==> src/sv/ps2md_pkg.sv <==
// Shared types, widths and helper functions for the PS/2 mouse packet decoder.
// No dependencies; used by ps2_mouse_packet_decoder and its checker.
`default_nettype none

package ps2md_pkg;

    localparam int COORD_BITS = 12;
    localparam int DIM_W      = COORD_BITS + 1;
    localparam int SUM_W      = COORD_BITS + 2;
    localparam int SCREEN_W   = 13;
    localparam int DELTA_W    = 10;
    localparam int WHEEL_W    = 5;
    localparam int BTN_W      = 3;
    localparam int OUT_BITS   = 2 * COORD_BITS + 2 * DELTA_W + WHEEL_W + BTN_W;
    localparam int OUT_DATA_W = ((OUT_BITS + 7) / 8) * 8;

    localparam logic [7:0] SYNC_MASK   = 8'h08;
    localparam logic [7:0] BUTTON_MASK = 8'h07;

    typedef enum logic [1:0] {
        OP_DATA     = 2'd0,
        OP_RECENTER = 2'd1,
        OP_RESYNC   = 2'd2
    } opcode_t;

    typedef enum logic [1:0] {
        CFG_ENABLE      = 2'd0,
        CFG_FOUR_BYTE   = 2'd1,
        CFG_SCREEN_W    = 2'd2,
        CFG_SCREEN_H    = 2'd3
    } cfg_index_t;

    typedef struct packed {
        logic [BTN_W-1:0]      button_bits;
        logic [WHEEL_W-1:0]    wheel_step;
        logic [DELTA_W-1:0]    delta_y;
        logic [DELTA_W-1:0]    delta_x;
        logic [COORD_BITS-1:0] pos_y;
        logic [COORD_BITS-1:0] pos_x;
    } event_t;

    function automatic logic [DIM_W-1:0] limit_dim(input logic [SCREEN_W-1:0] d);
        logic [31:0] cap;
        logic [31:0] wide;
        cap  = 32'd1 << COORD_BITS;
        wide = 32'(d);
        limit_dim = (wide > cap) ? DIM_W'(cap) : DIM_W'(wide);
    endfunction

    function automatic logic [COORD_BITS-1:0] clamp_axis(
        input logic signed [SUM_W-1:0] p,
        input logic [DIM_W-1:0]        dim
    );
        logic [DIM_W-1:0] mag;
        mag = p[DIM_W-1:0];
        if (p < 0) begin
            clamp_axis = '0;
        end else if (mag >= dim) begin
            clamp_axis = COORD_BITS'(dim - DIM_W'(1));
        end else begin
            clamp_axis = mag[COORD_BITS-1:0];
        end
    endfunction

endpackage

`default_nettype wire

==> src/sv/ps2_mouse_packet_decoder.sv <==
// Top level of the PS/2 mouse packet decoder: packet assembly, cursor update
// and a two-entry output buffer. Depends on ps2md_pkg.
//
//   channel  | direction | handshake                    | payload
//   s_       | in        | s_tvalid / s_tready          | tuser: opcode, tdata: data_byte
//   m_       | out       | m_tvalid / m_tready          | tdata: event fields
//   cfg_     | in        | cfg_we (no wait)             | cfg_index, cfg_wdata
//
// One item per cycle while s_tready is high; results land in the output or skid register.
// All decoding, the cursor add and the clamp sit between the input port and result registers.
// aresetn is synchronous: clears config to defaults, cursor, counters and valids.
// s_tready drops only while both output entries hold untaken results.
`default_nettype none

module ps2_mouse_packet_decoder (
    input  wire logic                             aclk,
    input  wire logic                             aresetn,
    input  wire logic                             s_tvalid,
    output logic                                  s_tready,
    input  wire logic [7:0]                       s_tdata,   // [7:0] data_byte
    input  wire logic [1:0]                       s_tuser,   // [1:0] opcode
    output logic                                  m_tvalid,
    input  wire logic                             m_tready,
    // [11:0] pos_x, [23:12] pos_y, [33:24] delta_x, [43:34] delta_y,
    // [48:44] wheel_step, [51:49] button_bits, rest zero
    output logic [ps2md_pkg::OUT_DATA_W-1:0]      m_tdata,
    input  wire logic                             cfg_we,
    input  wire logic [1:0]                       cfg_index,
    input  wire logic [ps2md_pkg::SCREEN_W-1:0]   cfg_wdata
);

    localparam int CB = ps2md_pkg::COORD_BITS;

    logic                             enable_reg;
    logic                             four_byte_reg;
    logic [ps2md_pkg::SCREEN_W-1:0]   screen_w_reg;
    logic [ps2md_pkg::SCREEN_W-1:0]   screen_h_reg;

    logic [1:0]                       byte_count_reg, byte_count_next;
    logic [7:0]                       pkt0_reg, pkt1_reg, pkt2_reg;
    logic [CB-1:0]                    cursor_x_reg, cursor_x_next;
    logic [CB-1:0]                    cursor_y_reg, cursor_y_next;
    logic [ps2md_pkg::BTN_W-1:0]      buttons_reg, buttons_next;

    logic                             out_valid_reg, out_valid_next;
    ps2md_pkg::event_t                out_data_reg, out_data_next;
    logic                             skid_valid_reg, skid_valid_next;
    ps2md_pkg::event_t                skid_data_reg;

    logic                             accept;
    ps2md_pkg::opcode_t               opcode;
    logic [7:0]                       b;
    logic [ps2md_pkg::DIM_W-1:0]      dim_w, dim_h;
    logic                             dim_zero;
    logic [7:0]                       byte2;
    logic [2:0]                       count_inc;
    logic [2:0]                       pkt_size;
    logic                             store_byte;
    logic signed [ps2md_pkg::DELTA_W-1:0] dx, dy;
    logic signed [ps2md_pkg::WHEEL_W-1:0] wh;
    logic signed [ps2md_pkg::SUM_W-1:0]   sum_x, sum_y;
    logic                             res_valid;
    ps2md_pkg::event_t                res;

    function automatic logic [ps2md_pkg::BTN_W-1:0] BTN_W_SLICE(input logic [7:0] v);
        logic [7:0] m;
        m = v & ps2md_pkg::BUTTON_MASK;
        BTN_W_SLICE = m[ps2md_pkg::BTN_W-1:0];
    endfunction

    assign accept   = s_tvalid && s_tready;
    assign s_tready = !skid_valid_reg;
    assign opcode   = ps2md_pkg::opcode_t'(s_tuser);
    assign b        = s_tdata;
    assign dim_w    = ps2md_pkg::limit_dim(screen_w_reg);
    assign dim_h    = ps2md_pkg::limit_dim(screen_h_reg);
    assign dim_zero = (dim_w == '0) || (dim_h == '0);
    assign byte2    = (byte_count_reg == 2'd2) ? b : pkt2_reg;
    assign count_inc = 3'(byte_count_reg) + 3'd1;
    assign pkt_size  = four_byte_reg ? 3'd4 : 3'd3;

    assign dx = {pkt1_reg[7], pkt1_reg, 1'b0};
    assign dy = -$signed({byte2[7], byte2, 1'b0});
    assign wh = four_byte_reg ? -$signed({b[3], b[3:0]}) : '0;
    assign sum_x = $signed(ps2md_pkg::SUM_W'(cursor_x_reg)) + ps2md_pkg::SUM_W'(dx);
    assign sum_y = $signed(ps2md_pkg::SUM_W'(cursor_y_reg)) + ps2md_pkg::SUM_W'(dy);

    always_comb begin
        byte_count_next = byte_count_reg;
        cursor_x_next   = cursor_x_reg;
        cursor_y_next   = cursor_y_reg;
        buttons_next    = buttons_reg;
        store_byte      = 1'b0;
        res_valid       = 1'b0;
        res             = '0;
        if (accept) begin
            unique case (opcode)
                ps2md_pkg::OP_RECENTER: begin
                    if (dim_zero) begin
                        cursor_x_next = '0;
                        cursor_y_next = '0;
                    end else begin
                        cursor_x_next = CB'(dim_w >> 1);
                        cursor_y_next = CB'(dim_h >> 1);
                    end
                    res_valid       = 1'b1;
                    res.pos_x       = cursor_x_next;
                    res.pos_y       = cursor_y_next;
                    res.button_bits = buttons_reg;
                end
                ps2md_pkg::OP_RESYNC: begin
                    byte_count_next = '0;
                end
                ps2md_pkg::OP_DATA: begin
                    if (enable_reg &&
                        !(byte_count_reg == 2'd0 && (b & ps2md_pkg::SYNC_MASK) == 8'd0)) begin
                        store_byte = 1'b1;
                        if (count_inc < pkt_size) begin
                            byte_count_next = count_inc[1:0];
                        end else begin
                            byte_count_next = '0;
                            if (dim_zero) begin
                                cursor_x_next = '0;
                                cursor_y_next = '0;
                            end else begin
                                cursor_x_next = ps2md_pkg::clamp_axis(sum_x, dim_w);
                                cursor_y_next = ps2md_pkg::clamp_axis(sum_y, dim_h);
                            end
                            buttons_next    = BTN_W_SLICE(pkt0_reg);
                            res_valid       = 1'b1;
                            res.pos_x       = cursor_x_next;
                            res.pos_y       = cursor_y_next;
                            res.delta_x     = dx;
                            res.delta_y     = dy;
                            res.wheel_step  = wh;
                            res.button_bits = buttons_next;
                        end
                    end
                end
                default: begin
                end
            endcase
        end
    end

    always_comb begin
        out_valid_next  = out_valid_reg;
        out_data_next   = out_data_reg;
        skid_valid_next = skid_valid_reg;
        if (!out_valid_reg || m_tready) begin
            if (skid_valid_reg) begin
                out_valid_next  = 1'b1;
                out_data_next   = skid_data_reg;
                skid_valid_next = 1'b0;
            end else begin
                out_valid_next = res_valid;
                out_data_next  = res;
            end
        end else if (res_valid) begin
            skid_valid_next = 1'b1;
        end
    end

    always_ff @(posedge aclk) begin
        if (!aresetn) begin
            enable_reg     <= 1'b0;
            four_byte_reg  <= 1'b0;
            screen_w_reg   <= ps2md_pkg::SCREEN_W'(640);
            screen_h_reg   <= ps2md_pkg::SCREEN_W'(480);
            byte_count_reg <= '0;
            cursor_x_reg   <= '0;
            cursor_y_reg   <= '0;
            buttons_reg    <= '0;
            out_valid_reg  <= 1'b0;
            skid_valid_reg <= 1'b0;
        end else begin
            if (cfg_we) begin
                unique case (ps2md_pkg::cfg_index_t'(cfg_index))
                    ps2md_pkg::CFG_ENABLE:    enable_reg    <= cfg_wdata[0];
                    ps2md_pkg::CFG_FOUR_BYTE: four_byte_reg <= cfg_wdata[0];
                    ps2md_pkg::CFG_SCREEN_W:  screen_w_reg  <= cfg_wdata;
                    ps2md_pkg::CFG_SCREEN_H:  screen_h_reg  <= cfg_wdata;
                endcase
            end
            byte_count_reg <= byte_count_next;
            cursor_x_reg   <= cursor_x_next;
            cursor_y_reg   <= cursor_y_next;
            buttons_reg    <= buttons_next;
            out_valid_reg  <= out_valid_next;
            skid_valid_reg <= skid_valid_next;
        end
    end

    always_ff @(posedge aclk) begin
        out_data_reg <= out_data_next;
        if (!(!out_valid_reg || m_tready) && res_valid) begin
            skid_data_reg <= res;
        end
        if (store_byte) begin
            unique case (byte_count_reg)
                2'd0: pkt0_reg <= b;
                2'd1: pkt1_reg <= b;
                2'd2: pkt2_reg <= b;
                default: begin
                end
            endcase
        end
    end

    assign m_tvalid = out_valid_reg;
    assign m_tdata  = ps2md_pkg::OUT_DATA_W'(out_data_reg);

endmodule

`default_nettype wire

==> config.mk <==
export PLATFORM = sky130hd
export DESIGN_NAME = ps2_mouse_packet_decoder
export DESIGN_NICKNAME = d
export VERILOG_FILES = /design/src/sv/ps2md_pkg.sv /design/src/sv/ps2_mouse_packet_decoder.sv
export SDC_FILE = /design/constraint.sdc
export NUM_CORES = 1
export LEC_CHECK = 0
export BUFFER_PORTS_ARGS = -buffer_cell sky130_fd_sc_hd__buf_2
export CAP_MARGIN = 20
export CELL_PAD_IN_SITES_DETAIL_PLACEMENT = 1
export CELL_PAD_IN_SITES_GLOBAL_PLACEMENT = 1
export CORE_UTILIZATION = 43
export CTS_CLUSTER_SIZE = 30
export DETAILED_ROUTE_END_ITERATION = 12
export PLACE_DENSITY_LB_ADDON = 0.1
export SLEW_MARGIN = 20
export SYNTH_ARGS = -nofsm -noshare
export SYNTH_HDL_FRONTEND = slang
export SYNTH_SLANG_ARGS = --single-unit
==> constraint.sdc <==
create_clock -name aclk -period 6.3 [get_ports aclk]
set_input_delay 1.89 -clock aclk [delete_from_list [all_inputs] [get_ports aclk]]
set_output_delay 1.89 -clock aclk [all_outputs]
set_load 0.02 [all_outputs]
==> results.sh, run 1 <==
export IMPL_antennaDiodeCount=0
export IMPL_worst_slew_pin_slew_ps=864
export IMPL_dp_hpwl_mm=20.9
export IMPL_drive_above_1_share=0.179
export IMPL_drc_errors=3
export IMPL_clk_latency_ps=440
export IMPL_ys_seq_area_frac=0.481
export IMPL_seqPwrFrac=0.486
export IMPL_grt_pass1_vias=8026
export IMPL_worstPathCellList="buf_2 -> mux2i_2 -> nand3_1 -> or2_2 -> nor2_1 -> xnor2_1 -> inv_1 -> ha_1 -> buf_4 -> a221o_1 -> nor2b_1 -> a31oi_1 -> xor2_1 -> ha_1 -> o21ai_1 -> a21oi_1 -> o31a_1 -> a311o_1 -> buf_12 -> mux2_4 -> a22oi_4 -> nor2_1"
export IMPL_syn_area_um2=9760
export IMPL_io_pins=88
export IMPL_yosysWarnings=0
export IMPL_first_pass_iters=11
export IMPL_cts_root_buf="clkbuf_16"
export IMPL_coreArea_um2=22000
export IMPL_synth_top_area_share=0.360
export IMPL_nets=1145
export IMPL_syn_to_final_growth_pct=15.0
export IMPL_clockBufferDepth=2
export IMPL_grt_max_degree=51
export IMPL_antenna_found_initial=0
export IMPL_fp_dieW_um=153
export IMPL_slowest_stage="or2_2"
export IMPL_layout_setup_ws_ps=167
export IMPL_cts_buffers=17
export IMPL_worst_slew_margin_rel=0.419
export IMPL_cts_sinks=176
export IMPL_port_buffer_count=81
export IMPL_finish_utilization=0.509
export IMPL_start_kind="input pin"
export IMPL_power_leakage_nw=4.70
export IMPL_setup_tns_ps=0
export IMPL_internal_power_mw=1.87
export IMPL_cts_tree="yes"
export IMPL_drt_iter0_markers=373
export IMPL_grt_use_total=0.255
export IMPL_switching_power_mw=0.717
export IMPL_yosys_top_cells_count="nand2_1 (130), edfxtp_1 (117), a21oi_1 (68)"
export IMPL_htreeDepth=4
export IMPL_fin_hold_ws_ps=471
export IMPL_die_area_um2=23300
export IMPL_top_usage_layer="met2"
export IMPL_critPathRequiredTime_ps=6460
export IMPL_grt_util_met3=0.0350
export IMPL_grt_pass1_wl_mm=45.6
export IMPL_powerDensity_nw_per_um2=230
export IMPL_grt_use_met2=0.444
export IMPL_grt_overflow_total=0
export IMPL_hold_violations=0
export IMPL_setup_violations=0
export IMPL_pwr_share_clk=0.428
export IMPL_finish_instance_area_um2=11200
export IMPL_rsz0062_at_grt="false"
export IMPL_yosysMostFrequentCell="nand2_1"
export IMPL_ir_worst_vdd_uv=147
export IMPL_synth_top_area_cell="edfxtp_1"
export IMPL_viasPerCell=5.71
export IMPL_preCtsSetupSlack_ps=-337
export IMPL_slew_violations=0
export IMPL_synthTopCellsByArea="edfxtp_1 (36%), dfxtp_1 (12%), ha_1 (7.8%)"
export IMPL_wl_per_cell_um=21.2
export IMPL_ys_seq_elements=176
export IMPL_clk_pin_slew_ps=70
export IMPL_pwr_share_comb=0.086
export IMPL_grtUsageMet1=0.320
export IMPL_drt_total_wl_mm=28.6
export IMPL_cts_hold_buf=0
export IMPL_violations="design-rule violations"
export IMPL_synth_ff_type="edfxtp_1"
export IMPL_syn_inst=959
export IMPL_endpoint_kind="flip-flop"
export IMPL_clock_skew_ps=17.1
export IMPL_ys_types=69
export IMPL_place_gp_congestion=0.856
export IMPL_timing_final_crit_share=0.973
export IMPL_rows=54
export IMPL_cp_slowest_stage_delay_ps=360
export IMPL_critical_path_arrival_ps=6300
export IMPL_drv_cap=0
export IMPL_outcome="complete, but fails checks"
export IMPL_worstPathMaxFanout=14
export IMPL_synth_edf_count=117
export IMPL_fp_dieH_um=153
export IMPL_hold_path_class="flip-flop to flip-flop"
export IMPL_min_period_ps=6130
export IMPL_stdcell_count=1345
export IMPL_initial_utilization=0.443
export IMPL_drtAntennaViolNets=0
export IMPL_power_mw=2.58
export IMPL_fmax_mhz=163
export IMPL_r2r_slack_ps=550
export IMPL_synthArstFlopShare=0
export IMPL_swShare=0.277
export IMPL_syn_area_per_cell_um2=10.2
export IMPL_placed_area_um2=10600
export IMPL_num_vias=7686
export IMPL_placed_cells=1313
export IMPL_critPathKind="input pin to flip-flop"
worst paths after layout:
path	depth (start not counted)	from	end
setup / recovery	22	s_tdata[1]	skid_data_reg[21]
hold / removal	2	buttons_reg[1]	buttons_reg[1]
setup reg to reg	23	byte_count_reg[0]	skid_data_reg[21]
hold reg to reg	2	buttons_reg[1]	buttons_reg[1]
cell families (layout without fill, tap and decap cells):
group | count (synthesis) | count (layout) | share of synthesized area
compound gates | 251 | 251 | 0.174
xor+xnor | 42 | 42 | 0.0377
fa+ha+maj | 63 | 63 | 0.0823
buf+inv | 86 | 187 | 0.0412
flops | 176 | 176 | 0.481
mux | 24 | 24 | 0.0255
other cells | 1 | 6 | 0.000384
simple gates | 316 | 316 | 0.158
layout by cell type (no fill, tap or decap), types with 18 or more instances in the layout:
master,instances
a21o_1,37
a21oi_1,68
buf_2,81
buf_4,36
dfxtp_1,58
edfxtp_1,117
ha_1,61
inv_1,34
nand2_1,130
nand3_1,23
nor2_1,50
nor3_1,18
o21ai_0,25
o221ai_1,28
xnor2_1,21
xor2_1,21
critical path, delay by kind of cell:
family	cells	cell delay [ps]
buffers and inverters	4	510
muxes	2	530
xor gates and xnor gates	2	390
adders and majority gates	2	580
AOI/OAI and AO/OA	7	1470
and+or+nand+nor	5	900
metal layers:
| metal | wire length [um] | vias up | part of all wire |
|---|---|---|---|
| met3 | 867 | 47 | 0.030 |
| met4 | 822 | 0 | 0.029 |
| li1 | - | 3699 | - |
| met1 | 12600 | 3796 | 0.44 |
| met2 | 14300 | 144 | 0.50 |
| met5 | 0 | - | 0 |
cell type report:
class / instances / area, um2
multi-input cells: 702 / 4720
inverters: 37 / 139
well taps: 280 / 350
clock inverters: 15 / 194
clock buffers: 17 / 425
fillers: 2479 / 10800
repair buffers: 118 / 696
flip-flops and latches: 176 / 4700
power by group through the flow:
stage	combinational (mW)	sequential, mW	clock (mW)
after global routing	0.243	1.26	1.17
after detailed placement	0.219	1.28	0
final	0.223	1.26	1.11
after CTS	0.221	1.26	1.13
after floorplan	0.133	1.29	0
after global placement	0.215	1.28	0
repair_timing:
action | 4_1_cts | 5_1_grt
setup endpoints to repair | 0 | 26
setup buffers | 0 | 0
hold endpoints to repair | 0 | 0
resized for setup | 0 | 7
Note: power is estimated with default switching activity, not from simulation.
==> run 2, diff against run 1 <==
--- a/config.mk
+++ b/config.mk
@@ -13,6 +13,7 @@
 export CTS_CLUSTER_SIZE = 30
 export DETAILED_ROUTE_END_ITERATION = 12
 export PLACE_DENSITY_LB_ADDON = 0.1
+export RECOVER_POWER = 100
 export SLEW_MARGIN = 20
 export SYNTH_ARGS = -nofsm -noshare
 export SYNTH_HDL_FRONTEND = slang
==> constraint.sdc (replaced) <==
create_clock -name aclk -period 4.91 [get_ports aclk]
set_input_delay 1.473 -clock aclk [delete_from_list [all_inputs] [get_ports aclk]]
set_output_delay 1.473 -clock aclk [all_outputs]
set_load 0.02 [all_outputs]
==> run 2 against run 1 <==
Net effect:
- the flow finishes with violations (design-rule violations, max-capacitance violations, max-slew violations, negative setup slack)
- total power rose by 31%
- final area is 7.6% higher
- sequential share of layout area decreased by 3.0 points
- non-clock buffer count up 59
- register-to-register slack got worse by 830 ps
- critical path depth stayed put
- clock-buffer cell count unchanged
- clock power is 30% higher
- sequential cell count is the same
- critical endpoint is now skid_data_reg[16]
==> results.sh, run 2 (same netlist as run 1, synthesis figures left out) <==
export IMPL_final_common_cell="nand2_1"
export IMPL_power_mw=3.38
export IMPL_preCtsSetupSlack_ps=-918
export IMPL_port_buffer_count=81
export IMPL_powerDensity_nw_per_um2=280
export IMPL_io_pins=88
export IMPL_slew_violations=30
export IMPL_fp_dieH_um=153
export IMPL_clk_latency_ps=450
export IMPL_num_vias=8088
export IMPL_drt_iter0_markers=501
export IMPL_die_area_um2=23300
export IMPL_final_cell_mix="nand2_1 (129), edfxtp_1 (117), buf_4 (82), a21oi_1 (65), clkbuf_1 (61)"
export IMPL_dp_hpwl_mm=22.0
export IMPL_syn_to_final_growth_pct=23.7
export IMPL_timing_rr_end="skid_data_reg[21]"
export IMPL_drtAntennaViolNets=0
export IMPL_finish_instance_area_um2=12100
export IMPL_min_period_ps=5410
export IMPL_antenna_found_initial=1
export IMPL_rsz0062_at_grt="true"
export IMPL_grt_max_degree=39
export IMPL_cts_tree="yes"
export IMPL_cts_buffers=17
export IMPL_ir_worst_vdd_uv=243
export IMPL_grt_overflow_total=0
export IMPL_htreeDepth=4
export IMPL_cts_hold_buf=0
export IMPL_critPathRequiredTime_ps=5120
export IMPL_crit_end="skid_data_reg[16]"
export IMPL_grt_pass1_vias=8288
export IMPL_start_kind="input pin"
export IMPL_critPathKind="input pin to flip-flop"
export IMPL_first_pass_iters=11
export IMPL_outcome="complete, but fails checks"
export IMPL_r2r_slack_ps=-280
export IMPL_drive_above_1_share=0.210
export IMPL_worst_slew_margin_rel=-0.200
export IMPL_placed_area_um2=11000
export IMPL_nets=1204
export IMPL_reg2regPathDepth=22
export IMPL_viasPerCell=5.76
export IMPL_hold_violations=0
export IMPL_clk_pin_slew_ps=80
export IMPL_wl_per_cell_um=22.0
export IMPL_place_gp_congestion=0.852
export IMPL_initial_utilization=0.443
export IMPL_clockBufferDepth=2
export IMPL_setup_worst_path_start="s_tdata[3]"
export IMPL_setup_violations=36
export IMPL_endpoint_kind="flip-flop"
export IMPL_fp_dieW_um=153
export IMPL_drt_total_wl_mm=31.0
export IMPL_layout_setup_ws_ps=-496
export IMPL_drv_cap=1
export IMPL_rows=54
export IMPL_worst_slew_pin_slew_ps=1800
export IMPL_cts_sinks=176
export IMPL_power_leakage_nw=4.80
export IMPL_cts_root_buf="clkbuf_16"
export IMPL_clock_skew_ps=18.1
export IMPL_grt_use_total=0.264
export IMPL_worstPathMaxFanout=6
export IMPL_regToRegStartpoint="byte_count_reg[0]"
export IMPL_coreArea_um2=22000
export IMPL_drc_errors=3
export IMPL_grt_pass1_wl_mm=47.3
export IMPL_fmax_mhz=185
export IMPL_hold_path_class="flip-flop to flip-flop"
export IMPL_timing_final_crit_share=1.10
export IMPL_critical_path_arrival_ps=5610
export IMPL_violations="design-rule violations, max-capacitance violations, max-slew violations, negative setup slack"
[run 2: cell count changes in the layout (fill, tap and decap cells not counted), sizes merged]
cell / change
clkbuf: +62
inv: -3
buf: -3
clkinv: +3
diode: +1
[run 2: report_power, final]
part | total [mW] | switching, mW | internal, mW | leakage (nW)
registers | 1.61 | 0.0221 | 1.59 | 1.61
logic | 0.330 | 0.205 | 0.125 | 2.88
clock network | 1.44 | 0.737 | 0.703 | 0.301
total | 3.38 | 0.965 | 2.42 | 4.80
[run 2: metal layers]
metal | up-vias | share of wire | track usage
met5 | - | 0 | 0
met4 | 0 | 0.024 | 0.0856
met3 | 53 | 0.031 | 0.0304
met2 | 200 | 0.51 | 0.472
met1 | 4021 | 0.44 | 0.331
li1 | 3814 | - | -
[run 2: through the flow]
stage	utilization	hold WS, ps	TNS (ps)	std cells
6_report	0.548	465	-13010	1405
2_1_floorplan	-	437	-13340	964
3_3_place_gp	0.501	446	-24320	1361
4_1_cts	0.540	469	-8140	1401
5_1_grt	0.548	494	-17620	1405
3_5_place_dp	0.501	457	-28660	1361
[run 2: cell type report]
class / instances / area (um2)
clock inverters: 15 / 199
repair buffers: 177 / 1080
multi-input cells: 702 / 5180
diodes: 1 / 2.50
inverters: 37 / 139
well taps: 280 / 350
fillers: 2459 / 9950
flip-flops and latches: 176 / 4690
clock buffers: 17 / 425
[run 2: how the worst min path moves through the flow]
stage,from,to,slack (ps),depth (start not counted)
detailed placement,cursor_x_reg[9],cursor_x_reg[9],460,2
finish,buttons_reg[2],buttons_reg[2],460,2
CTS,buttons_reg[2],buttons_reg[2],470,2
floorplan,cursor_y_reg[9],cursor_y_reg[9],440,2
global placement,buttons_reg[2],buttons_reg[2],450,2
global route,buttons_reg[2],buttons_reg[2],490,2
[run 2: timing repair]
item,CTS,global route
setup endpoints to repair,36,36
pin swaps,10,13
resized for setup,28,47
setup buffers,8,6
hold endpoints to repair,0,0
[run 2: worst max-delay path, cell delays in order]
cell and delay, ps:
clkbuf_1 220, nor3b_2 90, buf_4 150, o21ai_4 220
xor2_2 260, ha_4 250, a21o_1 210, o21bai_2 260
a221oi_4 290, nor2b_1 90, nor2_1 150, o21bai_1 110
xnor2_1 160, ha_1 300, o21ai_1 90, a21oi_2 150
o31a_1 150, a311o_1 170, buf_6 220, mux2i_4 320
nor3_2 80, o21a_1 190
